--- src/rtl/xrr_pkg.sv ---
// xrr_pkg: shared constants and helper functions for the xorshift range core.
// Holds shift amounts, action codes and the xorshift step; no dependencies.
`default_nettype none

package xrr_pkg;

    localparam int DataW = 32;

    localparam int ShiftA = 13;
    localparam int ShiftB = 17;
    localparam int ShiftC = 5;

    typedef logic [DataW-1:0] word_t;
    typedef logic [1:0]       action_t;

    localparam action_t ACT_RAW      = 2'd0;
    localparam action_t ACT_UNSIGNED = 2'd1;
    localparam action_t ACT_SIGNED   = 2'd2;

    function automatic word_t xorshift_step(input word_t x);
        word_t t;
        t = x ^ (x << ShiftA);
        t = t ^ (t >> ShiftB);
        t = t ^ (t << ShiftC);
        return t;
    endfunction

    // two's complement magnitude; the most negative value maps to 2^31
    function automatic word_t magnitude(input word_t v);
        word_t m;
        m = v[DataW-1] ? (~v + word_t'(1)) : v;
        return m;
    endfunction

endpackage

`default_nettype wire

--- src/rtl/xrr_div.sv ---
// xrr_div: 32-bit restoring remainder unit, one quotient bit per cycle.
// Uses xrr_pkg for widths. A zero divisor returns the dividend unchanged.
`default_nettype none

module xrr_div (
    input  wire logic          aclk,
    input  wire logic          aresetn,
    input  wire logic          start,
    input  wire xrr_pkg::word_t dividend,
    input  wire xrr_pkg::word_t divisor,
    output logic               done,
    output xrr_pkg::word_t     remainder
);

    localparam int CntW = $clog2(xrr_pkg::DataW);

    logic            busy_reg, busy_next;
    logic            done_reg, done_next;
    logic [CntW-1:0] cnt_reg, cnt_next;
    xrr_pkg::word_t  rem_reg, rem_next;
    xrr_pkg::word_t  dvd_reg, dvd_next;
    xrr_pkg::word_t  dsr_reg, dsr_next;

    logic [xrr_pkg::DataW:0] shifted;
    logic [xrr_pkg::DataW:0] diff;
    logic                    fits;

    always_comb begin
        shifted = {rem_reg, dvd_reg[xrr_pkg::DataW-1]};
        diff    = shifted - {1'b0, dsr_reg};
        fits    = shifted >= {1'b0, dsr_reg};
    end

    // with a zero divisor every step subtracts nothing, so rem collects the dividend
    always_comb begin
        busy_next = busy_reg;
        done_next = 1'b0;
        cnt_next  = cnt_reg;
        rem_next  = rem_reg;
        dvd_next  = dvd_reg;
        dsr_next  = dsr_reg;
        if (start) begin
            busy_next = 1'b1;
            cnt_next  = '0;
            rem_next  = '0;
            dvd_next  = dividend;
            dsr_next  = divisor;
        end else if (busy_reg) begin
            rem_next = fits ? diff[xrr_pkg::DataW-1:0] : shifted[xrr_pkg::DataW-1:0];
            dvd_next = dvd_reg << 1;
            cnt_next = cnt_reg + CntW'(1);
            if (cnt_reg == CntW'(xrr_pkg::DataW - 1)) begin
                busy_next = 1'b0;
                done_next = 1'b1;
            end
        end
    end

    always_ff @(posedge aclk) begin
        if (!aresetn) begin
            busy_reg <= 1'b0;
            done_reg <= 1'b0;
            cnt_reg  <= '0;
        end else begin
            busy_reg <= busy_next;
            done_reg <= done_next;
            cnt_reg  <= cnt_next;
        end
    end

    always_ff @(posedge aclk) begin
        rem_reg <= rem_next;
        dvd_reg <= dvd_next;
        dsr_reg <= dsr_next;
    end

    assign done      = done_reg;
    assign remainder = rem_reg;

endmodule

`default_nettype wire

--- src/rtl/xorshift_random_in_range_core.sv ---
// xorshift_random_in_range_core: xorshift32 generator with raw, unsigned and
// signed interval modes. Depends on xrr_pkg and xrr_div.
//
//   Channel  Dir  Handshake           Payload
//   seed     in   seed_wr_en          seed_wr_data
//   s_       in   s_valid / s_ready   s_action, s_low_bound, s_high_bound
//   m_       out  m_valid / m_ready   m_value
//
// A request goes through the load, divide and done states; the 32-step remainder
// unit runs in the divide state. s_ready is high only in the idle state.
// The result waits in an output register, so the next request can be taken
// while m_valid is held against a low m_ready.
// Reset (synchronous, aresetn low) loads the generator with 1.
`default_nettype none

module xorshift_random_in_range_core (
    input  wire logic  aclk,
    input  wire logic  aresetn,

    input  wire logic  seed_wr_en,
    input  wire logic [31:0] seed_wr_data,

    input  wire logic  s_valid,
    output logic       s_ready,
    input  wire logic [1:0]  s_action,
    input  wire logic [31:0] s_low_bound,
    input  wire logic [31:0] s_high_bound,

    output logic       m_valid,
    input  wire logic  m_ready,
    output logic [31:0] m_value
);

    localparam logic [1:0] ST_IDLE = 2'd0;
    localparam logic [1:0] ST_LOAD = 2'd1;
    localparam logic [1:0] ST_DIV  = 2'd2;
    localparam logic [1:0] ST_DONE = 2'd3;

    logic [1:0]       state_reg, state_next;
    xrr_pkg::word_t   gen_reg, gen_next;
    xrr_pkg::action_t act_reg, act_next;
    xrr_pkg::word_t   lo_reg, lo_next;
    xrr_pkg::word_t   hi_reg, hi_next;
    xrr_pkg::word_t   ofs_reg, ofs_next;
    logic             m_valid_reg, m_valid_next;
    xrr_pkg::word_t   m_value_reg, m_value_next;

    logic             s_xfer;
    logic             out_free;
    logic             div_start;
    xrr_pkg::word_t   div_dividend;
    xrr_pkg::word_t   div_divisor;
    logic             div_done;
    xrr_pkg::word_t   div_rem;
    xrr_pkg::word_t   width;
    logic             b_below_a;

    assign s_ready  = (state_reg == ST_IDLE);
    assign s_xfer   = s_valid && s_ready;
    assign out_free = !m_valid_reg || m_ready;

    always_comb begin
        width     = hi_reg - lo_reg + xrr_pkg::word_t'(1);
        b_below_a = (hi_reg ^ 32'h8000_0000) < (lo_reg ^ 32'h8000_0000);
        case (act_reg)
            xrr_pkg::ACT_UNSIGNED: begin
                div_dividend = gen_reg;
                div_divisor  = width;
                ofs_next     = lo_reg;
            end
            xrr_pkg::ACT_SIGNED: begin
                div_dividend = xrr_pkg::magnitude(gen_reg);
                div_divisor  = xrr_pkg::magnitude(width);
                ofs_next     = b_below_a ? hi_reg : lo_reg;
            end
            default: begin
                // raw: zero divisor passes the value through, no offset
                div_dividend = gen_reg;
                div_divisor  = '0;
                ofs_next     = '0;
            end
        endcase
    end

    assign div_start = (state_reg == ST_LOAD);

    xrr_div u_div (
        .aclk      (aclk),
        .aresetn   (aresetn),
        .start     (div_start),
        .dividend  (div_dividend),
        .divisor   (div_divisor),
        .done      (div_done),
        .remainder (div_rem)
    );

    always_comb begin
        state_next   = state_reg;
        gen_next     = gen_reg;
        act_next     = act_reg;
        lo_next      = lo_reg;
        hi_next      = hi_reg;
        m_valid_next = m_valid_reg;
        m_value_next = m_value_reg;

        if (m_valid_reg && m_ready) begin
            m_valid_next = 1'b0;
        end

        case (state_reg)
            ST_IDLE: begin
                if (s_xfer) begin
                    gen_next   = xrr_pkg::xorshift_step(gen_reg);
                    act_next   = s_action;
                    lo_next    = s_low_bound;
                    hi_next    = s_high_bound;
                    state_next = ST_LOAD;
                end
            end
            ST_LOAD: begin
                state_next = ST_DIV;
            end
            ST_DIV: begin
                if (div_done) begin
                    state_next = ST_DONE;
                end
            end
            ST_DONE: begin
                if (out_free) begin
                    m_valid_next = 1'b1;
                    m_value_next = div_rem + ofs_reg;
                    state_next   = ST_IDLE;
                end
            end
            default: begin
                state_next = ST_IDLE;
            end
        endcase

        if (seed_wr_en) begin
            gen_next = seed_wr_data;
        end
    end

    always_ff @(posedge aclk) begin
        if (!aresetn) begin
            state_reg   <= ST_IDLE;
            gen_reg     <= xrr_pkg::word_t'(1);
            m_valid_reg <= 1'b0;
        end else begin
            state_reg   <= state_next;
            gen_reg     <= gen_next;
            m_valid_reg <= m_valid_next;
        end
    end

    always_ff @(posedge aclk) begin
        act_reg     <= act_next;
        lo_reg      <= lo_next;
        hi_reg      <= hi_next;
        m_value_reg <= m_value_next;
        if (state_reg == ST_LOAD) begin
            ofs_reg <= ofs_next;
        end
    end

    assign m_valid = m_valid_reg;
    assign m_value = m_value_reg;

    a_xfer_to_load: assert property (@(posedge aclk) disable iff (!aresetn)
        s_xfer |=> state_reg == ST_LOAD)
        else $error("transfer did not start a load");

    a_load_to_div: assert property (@(posedge aclk) disable iff (!aresetn)
        state_reg == ST_LOAD |=> state_reg == ST_DIV)
        else $error("load did not start the remainder unit");

    a_done_in_div: assert property (@(posedge aclk) disable iff (!aresetn)
        div_done |-> state_reg == ST_DIV)
        else $error("remainder done outside of divide state");

    a_result_out: assert property (@(posedge aclk) disable iff (!aresetn)
        (state_reg == ST_DONE && out_free) |=> m_valid_reg && state_reg == ST_IDLE)
        else $error("finished result not presented");

endmodule

`default_nettype wire

--- config.mk ---
export PLATFORM = sky130hd
export DESIGN_NAME = xorshift_random_in_range_core
export DESIGN_NICKNAME = d
export VERILOG_FILES = /design/src/rtl/xrr_pkg.sv /design/src/rtl/xrr_div.sv /design/src/rtl/xorshift_random_in_range_core.sv
export SDC_FILE = /design/constraint.sdc
export NUM_CORES = 1
export LEC_CHECK = 0
export CORE_ASPECT_RATIO = 0.7
export CORE_UTILIZATION = 57
export DETAILED_ROUTE_END_ITERATION = 6
export DONT_BUFFER_PORTS = 1
export GPL_ROUTABILITY_DRIVEN = 0
export PLACE_DENSITY = 0.72
export SYNTH_ARGS = -nofsm -noshare
export SYNTH_HDL_FRONTEND = slang
export SYNTH_SLANG_ARGS = --single-unit
--- constraint.sdc ---
create_clock -name aclk -period 5.5 [get_ports aclk]
set_input_delay 1.1 -clock aclk [delete_from_list [all_inputs] [get_ports aclk]]
set_output_delay 1.1 -clock aclk [all_outputs]
set_load 0.01 [all_outputs]
### After elaboration in Yosys (flattened, before gate mapping)

Index checks and enable logic that the tools add are counted.

| cells by class | value |
|---|---|
| add/sub/neg operators | 7 |
| order comparisons | 2 |
| equal/unequal tests | 9 |
| mux-type cells | 23 |
| bitwise logic cells | 9 |
| reductions and logical operators | 14 |

Operators by type and width:

| operator | count |
|---|---|
| 2-to-1 mux 32 bit | 10 |
| case mux 32 bit (2 select lines) | 2 |
| adder 32 x 1 -> 32 bit, second input constant | 3 |
| NOT 32 bit | 2 |
| subtractor 32 bit | 2 |
| bitwise XOR 32 bit | 2 |
| >= comparator 33 x 32 -> 1 bit | 1 |
| adder 32 bit | 1 |
| less-than comparator 32 bit | 1 |
| bitwise XOR 32 x 15 -> 32 bit | 1 |
| case mux 2 bit (4 select lines) | 1 |
| 2-to-1 mux 1 bit | 7 |
| equality test 2 bit, second input constant | 3 |
| 2-to-1 mux 2 bit | 3 |
| AND reduction 2 bit | 3 |
| nonzero test 2 bit | 3 |
| adder 5 x 1 -> 5 bit, second input constant | 1 |
| equality test 5 bit, second input constant | 1 |
| equality test 2 x 1 -> 1 bit, second input constant | 2 |
| != test 2 x 1 -> 1 bit, second input constant | 2 |
| NOT 1 bit | 4 |
| AND reduction 3 bit | 1 |
| OR reduction 3 bit | 1 |
| logical AND 1 bit | 2 |
| other kinds (5) | 5 |

| storage, ports and cells | value |
|---|---|
| bits in registers | 268 |
| bits of input ports | 103 |
| output and inout port bits | 34 |
| word-level logic and storage cells | 78 |

### Longest topological paths before layout

| logic depth | value |
|---|---|
| word-level depth | 6 |
| gate-level depth with buffers | 16 |
| mapped depth without buffers | 15 |

### Hierarchy

A second synthesis with hierarchy kept.

| unflattened totals | value |
|---|---|
| cell total of the unflattened synthesis | 2078 |
| area total of the unflattened synthesis | 19352.3 um^2 |

Modules (own cells, without submodules):

| module | instances | cells an instance | area each (um^2) | seq. area each (um^2) |
|---|---|---|---|---|
| xorshift_random_in_range_core | 1 | 1500 | 13441.6 | 4604.4 |
| xrr_div | 1 | 578 | 5910.7 | 2702.6 |

### Worst setup path before layout

No wires, ideal clock.

| path | value |
|---|---|
| kind | register to register |
| start point | register hi_reg[1] |
| end point | register u_div.dsr_reg[28], data pin |
| library setup time | 0.262 ns |
| arrival | 3.667 ns |
| data required time | 5.238 ns |
| path slack | 1.571 ns |
| stages on the path, launching flop included | 15 |
| path buffers | 0 |
| clock period less this slack | 3.929 ns |
| cells stage by stage | edfxtp_1 > ha_1 > inv_1 > ha_1 > fa_1 > a21o_1 > a211o_1 > a211o_1 > a31oi_1 > xnor2_1 > nor4b_4 > nand4_2 > nor4_2 > mux2i_1 > nand3_1 |

| on the way | value |
|---|---|
| longest elaborated chain between the ends | 6 |

RTL lines:

| item | line | text |
|---|---|---|
| from (decl) | xorshift_random_in_range_core.sv:43 | `xrr_pkg::word_t hi_reg, hi_next;` |
| from (signal assigned) | xorshift_random_in_range_core.sv:160 | `hi_reg <= hi_next;` |
| subtractor 32 bit * | xorshift_random_in_range_core.sv:63 | `width = hi_reg - lo_reg + xrr_pkg::word_t'(1);` |
| adder 32 x 1 -> 32 bit * | xorshift_random_in_range_core.sv:63 |  |
| NOT 32 bit | xrr_pkg.sv:31 | `m = v[DataW-1] ? (~v + word_t'(1)) : v;` |
| adder 32 x 1 -> 32 bit | xrr_pkg.sv:31 |  |
| 2-to-1 mux 32 bit | xrr_pkg.sv:31 |  |
| case mux 32 bit (2 select lines) * | xorshift_random_in_range_core.sv:65 | `case (act_reg)` |
| named net div_divisor[28] | xorshift_random_in_range_core.sv:52 | `xrr_pkg::word_t div_divisor;` |
| to (signal assigned) | xrr_div.sv:74 | `dsr_reg <= dsr_next;` |
| to (decl) | xrr_div.sv:22 | `xrr_pkg::word_t dsr_reg, dsr_next;` |

Mark *: on every way through the listed nets, which the timed path passes. The rest lies on a longest branch.
A chain may end at the register's enable or synchronous reset.

### Worst setup path after layout

| path | value |
|---|---|
| start point | register hi_reg[1] |
| end point | register u_div.dsr_reg[31], data pin |

The elaborated chain is that of the path after synthesis.

==> flow_metrics.env <==
export IMPL_whs_endpoint="u_div.cnt_reg[4]"
export IMPL_place_ws_ns=1.01
export IMPL_syn2layout_area_growth_pct=6.99
export IMPL_ff_latch_area_um2=7310
export IMPL_rsz0062_at_grt="no"
export IMPL_max_slew_margin_rel_pct=37.3
export IMPL_synth_edf_count=194
export IMPL_min_from="u_div.cnt_reg[4]"
export IMPL_dr_pass1_iters=6
export IMPL_leakage_nw=8.09
export IMPL_start_util_pct=58.1
export IMPL_max_freq_mhz=221
export IMPL_rr_endpoint="u_div.dsr_reg[31]"
export IMPL_postSynthRegisterBits=268
export IMPL_final_cell_count_no_fill=2401
export IMPL_finalHoldViolations=0
export IMPL_crit_start="hi_reg[1]"
export IMPL_worstPathRequired_ns=5.93
export IMPL_p_total_mw=13.5
export IMPL_pin_count=137
export IMPL_multi_input_area_um2=10600
export IMPL_dr_first_iter_drc_count=1762
export IMPL_reg2reg_from="hi_reg[1]"
export IMPL_final_min_clock_period_ns=4.53
export IMPL_ctsHoldBuffers=0
export IMPL_fillers=2621
export IMPL_cp_slowest_cell="o311ai_1"
export IMPL_post_cts_setup_buffers=0
export IMPL_drtAntennaViolNets=0
export IMPL_synth_most_common_cell="edfxtp_1"
export IMPL_status="complete, no violations"
export IMPL_r2r_setup_slack_ns=0.97
export IMPL_grt_pass1_wl_mm=73.3
export IMPL_drv_cap=0
export IMPL_synthCells=2000
export IMPL_finalCritPeriodShare_pct=82.3
export IMPL_clkLatencyLatePin_ns=0.57
export IMPL_syn_num_nets=2258
export IMPL_cts_root_buf="clkbuf_16"
export IMPL_antenna_found_initial=5
export IMPL_clkTransAtPathRegs_ns=0.06
export IMPL_holdPathStages=2
export IMPL_synth_compound_area_share_pct=18.1
export IMPL_grt_pass1_vias=13500
export IMPL_die_h_um=154
export IMPL_max_stage_delay_ns=0.65
export IMPL_fin_nets=2208
export IMPL_post_synth_top_area_cell="edfxtp_1"
export IMPL_synthArstFlopShare_pct=0
export IMPL_wire_per_inst_um=19.3
export IMPL_yosys_area_share_adder_pct=11.0
export IMPL_maxSlewViolCount=0
export IMPL_die_x_um=219
export IMPL_post_cts_resized=0
export IMPL_tritoncts="built"
export IMPL_start_kind="flop"
export IMPL_syn_area_per_cell_um2=9.39
export IMPL_worstPathMaxFanout=7
export IMPL_critical_path_class="reg2reg"
export IMPL_grt_overflow=0
export IMPL_grt_start_max_net_pins=70
export IMPL_ys_top_cells_by_count="edfxtp_1, nor2_1, xnor2_1"
export IMPL_ys_flop_type="edfxtp_1"
export IMPL_worstMarginPinSlew_ns=0.938
export IMPL_routed_via_density=6.10
export IMPL_path_cells="ha_1, inv_1, ha_1, fa_1, a21o_1, a211o_1, a21oi_1, o31a_2, nand2_1, o311ai_1, nand4b_2, nor4_2, nor4b_2, o211a_1"
export IMPL_fin_skew_ns=0.0150
export IMPL_port_buffers=0
export IMPL_cts_sinks=268
export IMPL_place_inst=2347
export IMPL_synth_xor_area_share_pct=10.1
export IMPL_drc=0
export IMPL_finalSetupViolCount=0
export IMPL_ys_seq_area_share_pct=38.9
export IMPL_fp_row_count=55
export IMPL_synth_area_leaders="edfxtp_1, ha_1, dfxtp_1, xnor2_1, a21oi_1"
export IMPL_drt_total_wl_mm=46.5
export IMPL_synth_mux_area_share_pct=1.51
export IMPL_tns_ns=0
export IMPL_dieArea_um2=33700
export IMPL_drive_gt1_share_pct=5.58
export IMPL_synth_top_family_by_area="compound AO/OA/AOI/OAI gates"
export IMPL_yosys_warnings=0
export IMPL_cts_max_level=1
export IMPL_peakVddDrop_v=0.000357
export IMPL_synthSimpleGateAreaFrac_pct=15.7
export IMPL_ys_types=98
export IMPL_synthDominantCellAreaShare_pct=31.0
export IMPL_track_usage_pct=27.5
export IMPL_crit_top_cell="ha_1"
export IMPL_fin_ws_ns=0.974
export IMPL_hold_path_class="reg2reg"
export IMPL_core_area_um2=32300
export IMPL_utilization_pct=62.1
export IMPL_powerDensity_nw_per_um2=670
export IMPL_worstRegToRegCells=14
export IMPL_endpoint_kind="flop"
export IMPL_cts_buffers=28
export IMPL_hpwl_mm=35.0
export IMPL_clockBufferDepth=3
export IMPL_cp_arrival_ns=4.95
export IMPL_mappedNetlistArea_um2=18800
export IMPL_via_count=14700
## cells by family (layout without fill, tap and decap cells)
logic type                 count (synthesis)  in the layout
and+or+nand+nor                          591            591
AOI/OAI and AO/OA                        516            516
DFF                                      268            268
buffers and inverters                    226            198
xor gates and xnor gates                 216            216
adders and majority gates                155            155
muxes                                     28             28
other                                      0              2
## through the flow
| stage | area [µm²] | hold WS, ns |
|---|---|---|
| global placement | 19100 | 0.485 |
| floorplan | 18800 | 0.467 |
| detailed placement | 19100 | 0.493 |
| global route | 20100 | 0.533 |
| CTS | 20100 | 0.507 |
| finish | 20100 | 0.500 |
## power by group
group          switching, mW  total, mW  internal [mW]
Sequential             0.496       3.63           3.13
Clock                  0.841       2.09           1.25
Combinational           4.64       7.74           3.11
## final cells by class
type,count,area share [%]
multi-input combinational,1506,52.9
sequential,268,36.4
timing repair buffer,13,0.548
antenna,2,0.0249
inverter,133,2.48
tap,427,2.66
clock inverter,17,1.26
clock buffer,35,3.72
## placed cells by master (no fill, tap or decap), types with 36 or more instances in the layout
cell,count
nor3_1,41
and2_1,40
a22o_1,36
xnor2_1,149
inv_1,132
edfxtp_1,194
dfxtp_1,73
nor2_1,191
a211oi_1,36
nand2_1,139
a21oi_1,148
o21ai_0,104
xor2_1,67
ha_1,136
a21o_1,38
## worst max-delay path: cells and delay by family (launching register included)
kind / cells / cell delay (ns)
buf+inv: 1 / 0.05
simple gates: 4 / 1.18
flops: 1 / 0.42
compound gates: 6 / 1.80
fa+ha+maj: 3 / 0.97
## per-layer routing
| metal | wire (µm) | share of wire, % | GRT usage (%) | up-vias |
|---|---|---|---|---|
| met5 | 13 | 0.028 | 0 | - |
| met4 | 723 | 1.6 | 5.16 | 2 |
| met3 | 4410 | 9.5 | 5.18 | 48 |
| met2 | 18100 | 39 | 36.7 | 629 |
| met1 | 23200 | 50 | 45.3 | 6914 |
| li1 | - | - | - | 7059 |
## worst max-delay path by stage
stage | end | cells after the start
2_1_floorplan | u_div.dsr_reg[28] | 14
3_3_place_gp | u_div.dsr_reg[27] | 14
3_5_place_dp | u_div.dsr_reg[27] | 14
4_1_cts | u_div.dsr_reg[31] | 14
5_1_grt | u_div.dsr_reg[31] | 14
6_report | u_div.dsr_reg[31] | 14
No activity file was read; power rests on OpenSTA's default activity.
